===== config.mk =====
export PLATFORM = sky130hd
export DESIGN_NAME = flow_leak_safety_monitor_unit_flat
export DESIGN_NICKNAME = d
export VERILOG_FILES = /design/src/hw/rtl/flsm_pkg.sv /design/src/hw/rtl/flsm_if.sv /design/src/hw/rtl/flow_leak_safety_monitor_unit.sv /design/src/flat_wrapper.sv
export SDC_FILE = /design/constraint.sdc
export NUM_CORES = 1
export LEC_CHECK = 0
export BUFFER_PORTS_ARGS = -buffer_cell sky130_fd_sc_hd__buf_2
export CAP_MARGIN = 5
export CORE_MARGIN = 5
export CORE_UTILIZATION = 68
export CTS_CLUSTER_DIAMETER = 50
export DETAILED_ROUTE_END_ITERATION = 6
export PLACE_DENSITY = 0.87
export SYNTH_ARGS = -nofsm -noshare
export SYNTH_HDL_FRONTEND = slang
export SYNTH_SLANG_ARGS = --single-unit

===== constraint.sdc =====
create_clock -name clk_i -period 18.2 [get_ports clk_i]
set_input_delay 3.64 -clock clk_i [delete_from_list [all_inputs] [get_ports clk_i]]
set_output_delay 3.64 -clock clk_i [all_outputs]
set_load 0.05 [all_outputs]

===== src/hw/rtl/flsm_pkg.sv =====
package flsm_pkg;

  // Field widths fixed by the item format.
  localparam int unsigned OpW     = 3;
  localparam int unsigned CountW  = 32;
  localparam int unsigned CodeW   = 4;
  localparam int unsigned CfgW    = 16;
  localparam int unsigned CfgIdxW = 2;

  // Time limits are configured in seconds and compared in milliseconds.
  localparam int unsigned MsPerS = 1000;
  localparam int unsigned LimitW = CfgW + $clog2(MsPerS);

  // Register reset values, in seconds or pulses.
  localparam logic [CfgW-1:0] StallTimeoutRst  = 16'd30;
  localparam logic [CfgW-1:0] LeakGraceRst     = 16'd5;
  localparam logic [CfgW-1:0] LeakRebaseRst    = 16'd3600;
  localparam logic [CfgW-1:0] LeakToleranceRst = 16'd5;

  // Fault codes.
  localparam logic [CodeW-1:0] FaultNone     = 4'd0;
  localparam logic [CodeW-1:0] FaultTopFloat = 4'd1;
  localparam logic [CodeW-1:0] FaultNoFlow   = 4'd4;
  localparam logic [CodeW-1:0] FaultLeak     = 4'd5;
  localparam logic [CodeW-1:0] FaultSensor   = 4'd6;
  localparam logic [CodeW-1:0] FaultMax      = 4'd9;

  typedef enum logic [OpW-1:0] {
    OP_TICK   = 3'd0,
    OP_STATE  = 3'd1,
    OP_CLEAR  = 3'd2,
    OP_MANUAL = 3'd3,
    OP_NOTIFY = 3'd4
  } op_e;

  typedef enum logic [CfgIdxW-1:0] {
    CFG_STALL_TIMEOUT  = 2'd0,
    CFG_LEAK_GRACE     = 2'd1,
    CFG_LEAK_REBASE    = 2'd2,
    CFG_LEAK_TOLERANCE = 2'd3
  } cfg_reg_e;

  typedef struct packed {
    logic [OpW-1:0]    opcode;
    logic [CountW-1:0] pulse_count;
    logic [CountW-1:0] now_ms;
    logic              tank_full;
    logic              tank_empty;
    logic              fill_active;
    logic              manual_allowed;
    logic [CodeW-1:0]  upstream_error;
    logic [CodeW-1:0]  notify_code;
  } in_item_t;

  typedef struct packed {
    logic [CodeW-1:0] fault_code;
    logic             trip_raised;
    logic             cleared;
  } out_item_t;

  typedef struct packed {
    cfg_reg_e        index;
    logic [CfgW-1:0] data;
  } cfg_write_t;

  // Converts a limit in seconds into milliseconds.
  function automatic logic [LimitW-1:0] to_ms(input logic [CfgW-1:0] secs);
    logic [LimitW-1:0] scale;
    scale = LimitW'(MsPerS);
    return LimitW'(secs) * scale;
  endfunction

endpackage


===== src/hw/rtl/flsm_if.sv =====
// Input item channel.
interface flsm_in_if;
  logic               valid;
  logic               ready;
  flsm_pkg::in_item_t data;

  modport source (output valid, output data, input ready);
  modport sink   (input valid, input data, output ready);
endinterface

// Result item channel.
interface flsm_out_if;
  logic                valid;
  logic                ready;
  flsm_pkg::out_item_t data;

  modport source (output valid, output data, input ready);
  modport sink   (input valid, input data, output ready);
endinterface

// Configuration write channel.
interface flsm_cfg_if;
  logic                 valid;
  logic                 ready;
  flsm_pkg::cfg_write_t data;

  modport source (output valid, output data, input ready);
  modport sink   (input valid, input data, output ready);
endinterface


===== src/hw/rtl/flow_leak_safety_monitor_unit.sv =====
// Channel   Dir  Modport  Payload
// in_i      in   sink     opcode, pulse_count, now_ms, floats, fill, manual, error codes
// out_o     out  source   fault_code, trip_raised, cleared
// cfg_i     in   sink     register index (2 bits), write data (16 bits)
//
// One item per cycle while results are taken: an item sits in the input register, where the
// checks and the state update run, and then waits in the result register.
// The result is offered from the result register once the item leaves the input register.
// Reset clears the fault latch and all monitor state and loads default limits.
// A stalled result holds the input register once it is occupied; at most two items wait.
// Configuration writes are always taken; time limits are stored in milliseconds.
module flow_leak_safety_monitor_unit (
  input  logic              clk_i,
  input  logic              rst_ni,
  flsm_in_if.sink           in_i,
  flsm_out_if.source        out_o,
  flsm_cfg_if.sink          cfg_i
);

  localparam int unsigned CountW = flsm_pkg::CountW;
  localparam int unsigned CodeW  = flsm_pkg::CodeW;
  localparam int unsigned LimitW = flsm_pkg::LimitW;
  localparam int unsigned CfgW   = flsm_pkg::CfgW;

  // Time limits, kept in milliseconds so the item path has no multiplier; the leak tolerance in pulses.
  logic [LimitW-1:0] stall_ms_q, grace_ms_q, rebase_ms_q;
  logic [CfgW-1:0]   tolerance_q;

  // Monitor state.
  logic [CodeW-1:0]  latched_fault_q, latched_fault_d;
  logic              clear_pending_q, clear_pending_d;
  logic [CountW-1:0] last_pulse_seen_q, last_pulse_seen_d;
  logic [CountW-1:0] last_pulse_time_q, last_pulse_time_d;
  logic [CountW-1:0] leak_baseline_q, leak_baseline_d;
  logic [CountW-1:0] leak_base_time_q, leak_base_time_d;
  logic              manual_override_q, manual_override_d;

  // Pipeline registers.
  logic                s1_valid_q;
  flsm_pkg::in_item_t  s1_q;
  logic                out_valid_q;
  flsm_pkg::out_item_t out_q, out_d;

  logic s1_advance;

  assign s1_advance = s1_valid_q && (!out_valid_q || out_o.ready);
  assign in_i.ready = !s1_valid_q || s1_advance;
  assign cfg_i.ready = 1'b1;
  assign out_o.valid = out_valid_q;
  assign out_o.data  = out_q;

  // Configuration registers.
  always_ff @(posedge clk_i or negedge rst_ni) begin
    if (!rst_ni) begin
      stall_ms_q  <= flsm_pkg::to_ms(flsm_pkg::StallTimeoutRst);
      grace_ms_q  <= flsm_pkg::to_ms(flsm_pkg::LeakGraceRst);
      rebase_ms_q <= flsm_pkg::to_ms(flsm_pkg::LeakRebaseRst);
      tolerance_q <= flsm_pkg::LeakToleranceRst;
    end else if (cfg_i.valid) begin
      unique case (cfg_i.data.index)
        flsm_pkg::CFG_STALL_TIMEOUT:  stall_ms_q  <= flsm_pkg::to_ms(cfg_i.data.data);
        flsm_pkg::CFG_LEAK_GRACE:     grace_ms_q  <= flsm_pkg::to_ms(cfg_i.data.data);
        flsm_pkg::CFG_LEAK_REBASE:    rebase_ms_q <= flsm_pkg::to_ms(cfg_i.data.data);
        flsm_pkg::CFG_LEAK_TOLERANCE: tolerance_q <= cfg_i.data.data;
      endcase
    end
  end

  // Checks and state update for the item in the input register.
  always_comb begin
    logic [CodeW-1:0]  upstream;
    logic [CountW-1:0] pulses, now, age;
    logic              trip, did_clear, run, done;

    pulses = s1_q.pulse_count;
    now    = s1_q.now_ms;
    upstream = (s1_q.upstream_error > flsm_pkg::FaultMax) ? flsm_pkg::FaultNone
                                                           : s1_q.upstream_error;
    trip      = 1'b0;
    did_clear = 1'b0;
    run       = 1'b0;
    done      = 1'b0;
    age       = '0;

    latched_fault_d   = latched_fault_q;
    clear_pending_d   = clear_pending_q;
    last_pulse_seen_d = last_pulse_seen_q;
    last_pulse_time_d = last_pulse_time_q;
    leak_baseline_d   = leak_baseline_q;
    leak_base_time_d  = leak_base_time_q;
    manual_override_d = manual_override_q;

    unique case (s1_q.opcode)
      flsm_pkg::OP_TICK: begin
        // A pending clear is performed first.
        if (clear_pending_q) begin
          clear_pending_d   = 1'b0;
          latched_fault_d   = flsm_pkg::FaultNone;
          last_pulse_seen_d = '0;
          last_pulse_time_d = '0;
          leak_baseline_d   = pulses;
          leak_base_time_d  = now;
          did_clear         = 1'b1;
        end
        run = (latched_fault_d == flsm_pkg::FaultNone) && (upstream == flsm_pkg::FaultNone);
      end
      flsm_pkg::OP_STATE: begin
        if (s1_q.fill_active) begin
          last_pulse_seen_d = pulses;
          last_pulse_time_d = now;
        end else begin
          leak_baseline_d  = pulses;
          leak_base_time_d = now;
        end
      end
      flsm_pkg::OP_CLEAR: begin
        clear_pending_d = 1'b1;
      end
      flsm_pkg::OP_MANUAL: begin
        manual_override_d = s1_q.manual_allowed;
        if (!s1_q.manual_allowed) begin
          leak_baseline_d  = pulses;
          leak_base_time_d = now;
        end
      end
      flsm_pkg::OP_NOTIFY: begin
        if (latched_fault_q == flsm_pkg::FaultNone && s1_q.notify_code != flsm_pkg::FaultNone
            && s1_q.notify_code <= flsm_pkg::FaultMax) begin
          latched_fault_d = s1_q.notify_code;
          trip            = 1'b1;
        end
      end
      default: begin
        // Unused opcodes leave the state alone.
      end
    endcase

    // Fault checks, in priority order; the latch is known to be empty here.
    if (run) begin
      if (s1_q.tank_full && s1_q.tank_empty) begin
        latched_fault_d = flsm_pkg::FaultSensor;
        trip            = 1'b1;
        done            = 1'b1;
      end else if (s1_q.tank_full) begin
        latched_fault_d = flsm_pkg::FaultTopFloat;
        trip            = 1'b1;
        done            = 1'b1;
      end else if (s1_q.fill_active) begin
        // Stall detection while the valve is open.
        if (pulses != last_pulse_seen_d) begin
          last_pulse_seen_d = pulses;
          last_pulse_time_d = now;
        end
        if ((now - last_pulse_time_d) > CountW'(stall_ms_q)) begin
          latched_fault_d = flsm_pkg::FaultNoFlow;
          trip            = 1'b1;
        end
        done = 1'b1;
      end
      // Leak detection while the valve is closed and no override is set.
      if (!done && !manual_override_q) begin
        age = now - leak_base_time_d;
        if (age < CountW'(grace_ms_q)) begin
          leak_baseline_d = pulses;
        end else if ((pulses - leak_baseline_d) > CountW'(tolerance_q)) begin
          latched_fault_d = flsm_pkg::FaultLeak;
          trip            = 1'b1;
        end else if (age > CountW'(rebase_ms_q)) begin
          leak_baseline_d  = pulses;
          leak_base_time_d = now;
        end
      end
    end

    out_d.fault_code  = (latched_fault_d != flsm_pkg::FaultNone) ? latched_fault_d : upstream;
    out_d.trip_raised = trip;
    out_d.cleared     = did_clear;
  end

  // Monitor state advances once per item.
  always_ff @(posedge clk_i or negedge rst_ni) begin
    if (!rst_ni) begin
      latched_fault_q   <= flsm_pkg::FaultNone;
      clear_pending_q   <= 1'b0;
      last_pulse_seen_q <= '0;
      last_pulse_time_q <= '0;
      leak_baseline_q   <= '0;
      leak_base_time_q  <= '0;
      manual_override_q <= 1'b0;
    end else if (s1_advance) begin
      latched_fault_q   <= latched_fault_d;
      clear_pending_q   <= clear_pending_d;
      last_pulse_seen_q <= last_pulse_seen_d;
      last_pulse_time_q <= last_pulse_time_d;
      leak_baseline_q   <= leak_baseline_d;
      leak_base_time_q  <= leak_base_time_d;
      manual_override_q <= manual_override_d;
    end
  end

  // Valid flags of the two stages.
  always_ff @(posedge clk_i or negedge rst_ni) begin
    if (!rst_ni) begin
      s1_valid_q  <= 1'b0;
      out_valid_q <= 1'b0;
    end else begin
      if (in_i.ready) begin
        s1_valid_q <= in_i.valid;
      end
      if (s1_advance) begin
        out_valid_q <= 1'b1;
      end else if (out_o.ready) begin
        out_valid_q <= 1'b0;
      end
    end
  end

  // Payload registers.
  always_ff @(posedge clk_i) begin
    if (in_i.valid && in_i.ready) begin
      s1_q <= in_i.data;
    end
    if (s1_advance) begin
      out_q <= out_d;
    end
  end

endmodule


===== src/flat_wrapper.sv =====
// flat-port wrapper written by rule: the top's interface ports become plain ports
module flow_leak_safety_monitor_unit_flat 
  (clk_i, rst_ni, in_i_valid, in_i_data, in_i_ready, out_o_valid, out_o_data, out_o_ready, cfg_i_valid, cfg_i_data, cfg_i_ready);
  flsm_in_if in_i_i ();
  flsm_out_if out_o_i ();
  flsm_cfg_if cfg_i_i ();
  input  logic clk_i;
  input  logic rst_ni;
  input wire logic [$bits(in_i_i.valid)-1:0] in_i_valid;
  input wire logic [$bits(in_i_i.data)-1:0] in_i_data;
  output wire logic [$bits(in_i_i.ready)-1:0] in_i_ready;
  output wire logic [$bits(out_o_i.valid)-1:0] out_o_valid;
  output wire logic [$bits(out_o_i.data)-1:0] out_o_data;
  input wire logic [$bits(out_o_i.ready)-1:0] out_o_ready;
  input wire logic [$bits(cfg_i_i.valid)-1:0] cfg_i_valid;
  input wire logic [$bits(cfg_i_i.data)-1:0] cfg_i_data;
  output wire logic [$bits(cfg_i_i.ready)-1:0] cfg_i_ready;
  assign in_i_i.valid = in_i_valid;
  assign in_i_i.data = in_i_data;
  assign in_i_ready = in_i_i.ready;
  assign out_o_valid = out_o_i.valid;
  assign out_o_data = out_o_i.data;
  assign out_o_i.ready = out_o_ready;
  assign cfg_i_i.valid = cfg_i_valid;
  assign cfg_i_i.data = cfg_i_data;
  assign cfg_i_ready = cfg_i_i.ready;
  flow_leak_safety_monitor_unit u_core (.clk_i(clk_i), .rst_ni(rst_ni), .in_i(in_i_i), .out_o(out_o_i), .cfg_i(cfg_i_i));
endmodule

=== Word-level counts from Yosys, hierarchy flattened ===
Index checks and enable logic that the tools add are counted.

* $add $sub $neg: 3
* Equality and inequality tests: 8
* Muxes and demuxes: 71
* Reductions and logical operators: 28
* Multipliers: 1
* Shift operators: 0
* Order comparisons: 6
* Bitwise gates (word level): 0
* Divide/modulo/power cells: 0

{| class="wikitable"
|+ Operators by type and width
! operator !! number
|-
| 32-bit two-way mux || 34
|-
| 32-bit case mux with 3 select lines || 2
|-
| 32-bit case mux with 2 select lines || 2
|-
| 32-bit subtractor || 3
|-
| 32-bit by 26-bit > comparator with 1-bit output || 2
|-
| 4-bit two-way mux || 13
|-
| 32-bit by 16-bit > comparator with 1-bit output || 1
|-
| 32-bit by 26-bit less-than comparator with 1-bit output || 1
|-
| 32-bit inequality test || 1
|-
| 16-bit by 7-bit multiplier with 23-bit output, second input constant || 1
|-
| 1-bit two-way mux || 18
|-
| 4-bit zero test || 3
|-
| 2-bit AND reduction || 6
|-
| 4-bit case mux with 2 select lines || 1
|-
| 4-bit nonzero test || 2
|-
| 1-bit logical AND || 7
|-
| 3-bit by 2-bit equality test with 1-bit output, second input constant || 2
|-
| 2-bit equality test, second input constant || 2
|-
| 4-bit > comparator, second input constant || 1
|-
| 4-bit less-or-equal comparator, second input constant || 1
|-
| 1-bit zero test || 4
|-
| 2-bit nonzero test || 2
|-
| 3-bit by 1-bit equality test with 1-bit output, second input constant || 1
|-
| 3-bit equality test, second input constant || 1
|-
| 5 further kinds || 6
|}

* Input bits: 102
* Latch bits: 0
* Memories: 0
* Memory bits (writable): 0
* ROM bits: 0
* Output and inout bits: 9
* Flip-flop bits (word level): 306

=== Logic depth before layout (Yosys ltp) ===
* Depth in word-level cells: 20
* Gate-level depth with buffers: 38
* Gate-level depth less buffers: 34

=== Least setup slack after synthesis ===
Ideal clock, no wire load.

* Path type: input to register
* From: input port cfg_i_data[0]
* To: register u_core.rebase_ms_q[25]
* Path slack: 9,755 ps
* Arrival time: 8,314 ps
* Stages on the path: 21
* Data required time: 18,070 ps
* Cells stage by stage: fa_1 -> fa_1 -> inv_1 -> fa_1 -> inv_1 -> fa_1 -> ha_1 -> inv_1 -> o21bai_1 -> a21oi_1 -> o21bai_1 -> a21oi_1 -> o21bai_1 -> a21oi_1 -> o21ai_0 -> a41oi_1 -> a21oi_1 -> or4_1 -> a31oi_1 -> xnor2_1 -> o21ai_0

* Word-level cells in the longest chain between the ends: 1

{| class="wikitable"
|+ Ends and longest elaborated chain
! item !! line !! RTL
|-
| from (decl) || flat_wrapper.sv:16 || <nowiki>input wire logic [$bits(cfg_i_i.data)-1:0] cfg_i_data;</nowiki>
|-
| 16-bit by 7-bit multiplier with 23-bit output || flsm_pkg.sv:70 || <nowiki>return LimitW'(secs) * scale;</nowiki>
|-
| to (signal assigned) || flow_leak_safety_monitor_unit.sv:57 || <nowiki>rebase_ms_q <= flsm_pkg::to_ms(flsm_pkg::LeakRebaseRst);</nowiki>
|-
| to (signal assigned) || flow_leak_safety_monitor_unit.sv:63 || <nowiki>flsm_pkg::CFG_LEAK_REBASE: rebase_ms_q <= flsm_pkg::to_ms(cfg_i.data.data);</nowiki>
|-
| to (decl) || flow_leak_safety_monitor_unit.sv:26 || <nowiki>logic [LimitW-1:0] stall_ms_q, grace_ms_q, rebase_ms_q;</nowiki>
|}

Every way passes these cells.
A chain may end at the register's enable or synchronous reset.

==> metrics.md <==
| Metric | Value |
|---|---|
| Status | complete, no violations |
| CP arrival | 9.66 ns |
| Total power | 0.00379 W |
| Post-place setup slack | 9.03 ns |
| Pleak | 11.5 nW |
| Antenna Cells | 0 |
| CTS Buf Count | 41 |
| Initial Util | 0.684 |
| Resized cells post-CTS | 0 |
| Post-layout util | 0.752 |
| Final design area excluding fillers | 25100 sq um |
| Final #Nets | 2831 |
| Vias | 18.7k |
| Ys Warns | 0 |
| Critical Path Most Common Cell | a21oi_1 |
| Initial antenna violation count | 0 |
| Mean Syn Cell Area | 9.67 sq um |
| Sequential fraction of the synthesis area | 0.356 |
| Vias in the first global route | 18.7k |
| Unique masters post-synth | 92 |
| Final Critical Period | 9.35 ns |
| Largest family of logic cells by synthesized area | compound AO/OA/AOI/OAI gates |
| TNS Setup | 0 ns |
| Synth area leader | dfrtp_1 |
| Die Y | 193 microns |
| CP Max Fanout | 26 |
| Bufs and invs on worst path | 0 |
| Number of DRC markers in iteration 0 | 1720 |
| Fin crit share | 0.514 |
| Fillers | 2366 |
| Compound-Gate Fraction of Synth Area | 0.190 |
| RD Place Congestion | 0.940 |
| #FFs+latches synth | 306 |
| Largest net degree at the start of global routing | 85 |
| CTS sink count | 306 |
| Slew @ Worst Pin | 1.22 ns |
| Final count of pins violating max slew | 0 |
| Skew final | 0.0209 ns |
| Total track usage | 0.334 |
| Ranking of synthesized cells by area | dfrtp_1, ha_1, edfxtp_1 |
| Cells after synthesis | 2358 |
| Post-DRT Antenna Nets | 0 |
| Number of flops mapped to enable cells by yosys | 85 |
| CTS Buffer Depth | 3 |
| DIE WIDTH | 193 microns |
| Synth Area in XOR/XNOR | 0.0342 |
| Post-CTS Hold Buffers | 0 |
| Fmax | 107 MHz |
| Worst setup EP type | flop |
| Core area | 33400 sq um |
| Critical Path RT | 18.51 ns |
| First-pass GRT wire length | 98600 microns |
| CTS tree | done |
| Drt drc | 0 |
| Root Driver | clkbuf_16 |
| Port Buffers | 109 |
| Htree depth | 2 |
| Share of layout cells above drive strength 1 | 0.134 |
| Post-synthesis mux area share | 0.0763 |
| Area Growth Syn to Fin | 10.0% |
| Critical path class | reg2reg |
| RSZ-0062 raised after global routing | no |
| Vias per cell | 6.39 |
| Syn Nets | 2742 |
| Hold/Removal Path Class | reg2reg |
| CP max-delay cell | and2_1 |
| Crit start category | flop |
| Max-cap violations | 0 |
| Clk_lat worst skew | 0.56 ns |
| Synth Flop Type | dfrtp_1 |
| Die area | 37300 sq um |
| Final hold violation count | 0 |
| Area of placed instances | 23700 sq um |
| Top-area cell type share of the netlist area | 0.215 |
| Clk slew on worst S/H paths | 0.06 ns |
| Slew HR | 0.182 |
| Mapped Area | 22800 sq um |
| Crit path max-delay family | compound AO/OA/AOI/OAI gates |
| Final setup viols | 0 |
| Gr ovfl total | 0 |
| HPWL after DPL | 44900 microns |
| DRT Wirelength | 61500 microns |
| Adder-cell share of the synthesized area | 0.173 |
| Io pins | 111 |
| Worst VDD drop | 0.0966 mV |
| Simple-gate area share of the yosys netlist | 0.118 |
| Setup ws final | 8.85 ns |
| Cell row count | 67 |
| Crit-path max cell delay | 0.97 ns |
| Post-CTS setup buffers | 0 |
| DR WL/cell | 21.0 microns |
| Pre-antenna DRT Iters | 6 |
| P per Cell Area | 151 nW/um^2 |
| Asr flop ratio synth | 0.722 |
per-layer routing:
layer | track usage | wire [microns] | vias up
li1 | - | - | 8661
met1 | 0.433 | 25000 | 9069
met2 | 0.554 | 29400 | 780
met3 | 0.0423 | 3660 | 206
met4 | 0.169 | 3400 | 0
met5 | 0 | 0 | -
registers in the layout (all words and copies together), names as in the netlist:
name / flops
u_core.out_o.data: 6
u_core.clear_pending_q: 1
u_core.s1_valid_q: 1
u_core.leak_baseline_q: 32
u_core.tolerance_q: 16
u_core.stall_ms_q: 23
u_core.latched_fault_q: 4
u_core.last_pulse_seen_q: 32
u_core.last_pulse_time_q: 32
u_core.out_o.valid: 1
u_core.leak_base_time_q: 32
u_core.rebase_ms_q: 23
u_core.manual_override_q: 1
u_core.grace_ms_q: 23
u_core.s1_q: 79
logic make-up (layout without fill, tap and decap cells):
group                    count (synthesis)  count (layout)
XOR/XNOR                                89              89
AND/OR/NAND/NOR                        554             554
adder cells (fa/ha/maj)                282             282
flip-flops                             306             306
other                                    1               1
multiplexers                           160             160
AO/OA/AOI/OAI                          665             665
buffers and inverters                  301             423
worst paths after layout:
kind / from / to / slack (ns) / cells past startpoint
min in group asynchronous: rst_ni / u_core.tolerance_q[6] / 3.02 / 1
max in group asynchronous: rst_ni / u_core.leak_base_time_q[23] / 13.65 / 2
max reg2reg: u_core.s1_q[78] / u_core.out_o.data[4] / 8.85 / 33
min: u_core.grace_ms_q[14] / u_core.grace_ms_q[14] / 0.48 / 2
max: u_core.s1_q[78] / u_core.out_o.data[4] / 8.85 / 33
min reg2reg: u_core.grace_ms_q[14] / u_core.grace_ms_q[14] / 0.48 / 2
power breakdown:
part / total [W] / internal, W / switching [W]
sequential: 0.00105 / 0.000909 / 0.000141
clock: 0.000812 / 0.000488 / 0.000323
combinational: 0.00193 / 0.000785 / 0.00114
synthesized netlist by cell type, types with 17 or more instances:
| master | n |
|---|---|
| a21o_1 | 73 |
| a21oi_1 | 158 |
| a22o_1 | 41 |
| a22oi_1 | 32 |
| a31oi_1 | 17 |
| clkbuf_1 | 52 |
| dfrtp_1 | 196 |
| dfstp_2 | 25 |
| edfxtp_1 | 85 |
| fa_1 | 57 |
| ha_1 | 225 |
| inv_1 | 225 |
| mux2_2 | 81 |
| mux2i_1 | 69 |
| nand2_1 | 179 |
| nand2b_1 | 59 |
| nand3_1 | 36 |
| nand4_1 | 26 |
| nor2_1 | 130 |
| nor2b_1 | 30 |
| nor3_1 | 20 |
| o21a_1 | 18 |
| o21ai_0 | 173 |
| o21bai_1 | 26 |
| xnor2_1 | 57 |
| xor2_1 | 32 |
through the flow:
stage | instances | hold WS, ns
2_1_floorplan | 2358 | 0.449
3_3_place_gp | 2852 | 0.462
3_5_place_dp | 2852 | 0.470
4_1_cts | 2928 | 0.483
5_1_grt | 2928 | 0.498
6_report | 2928 | 0.479
cell type report:
cell class	count	area (sq um)	area share
clock buffer	60	1220	0.0487
multi-input combinational	1751	13500	0.540
tap	448	561	0.0223
inverter	225	845	0.0337
timing repair buffer	122	653	0.0260
clock inverter	16	156	0.00623
sequential	306	8110	0.323
tightest hold or removal path: stages (launching register included):
cell and delay [ns]:
dfrtp_1 0.34, nand2_1 0.04, o21ai_0 0.06
cells in the final DEF, fill, tap and decap left out, types with 13 or more instances in the layout:
cell type / n
nor3_1: 20
xnor2_1: 57
xor2_1: 32
inv_1: 225
nand2_1: 179
nor4_1: 13
dfrtp_1: 196
clkbuf_16: 44
nor2b_1: 30
ha_1: 225
o21bai_1: 26
a31oi_1: 17
o21a_1: 18
buf_4: 13
buf_2: 108
a22o_1: 41
nor2_1: 127
o21ai_0: 172
edfxtp_1: 85
dfstp_2: 25
a21o_1: 73
mux2_2: 81
nand2b_1: 59
nand3_1: 36
mux2i_1: 69
fa_1: 57
a21oi_1: 158
a22oi_1: 32
nand4_1: 26
(Power assumes the default switching activity.)
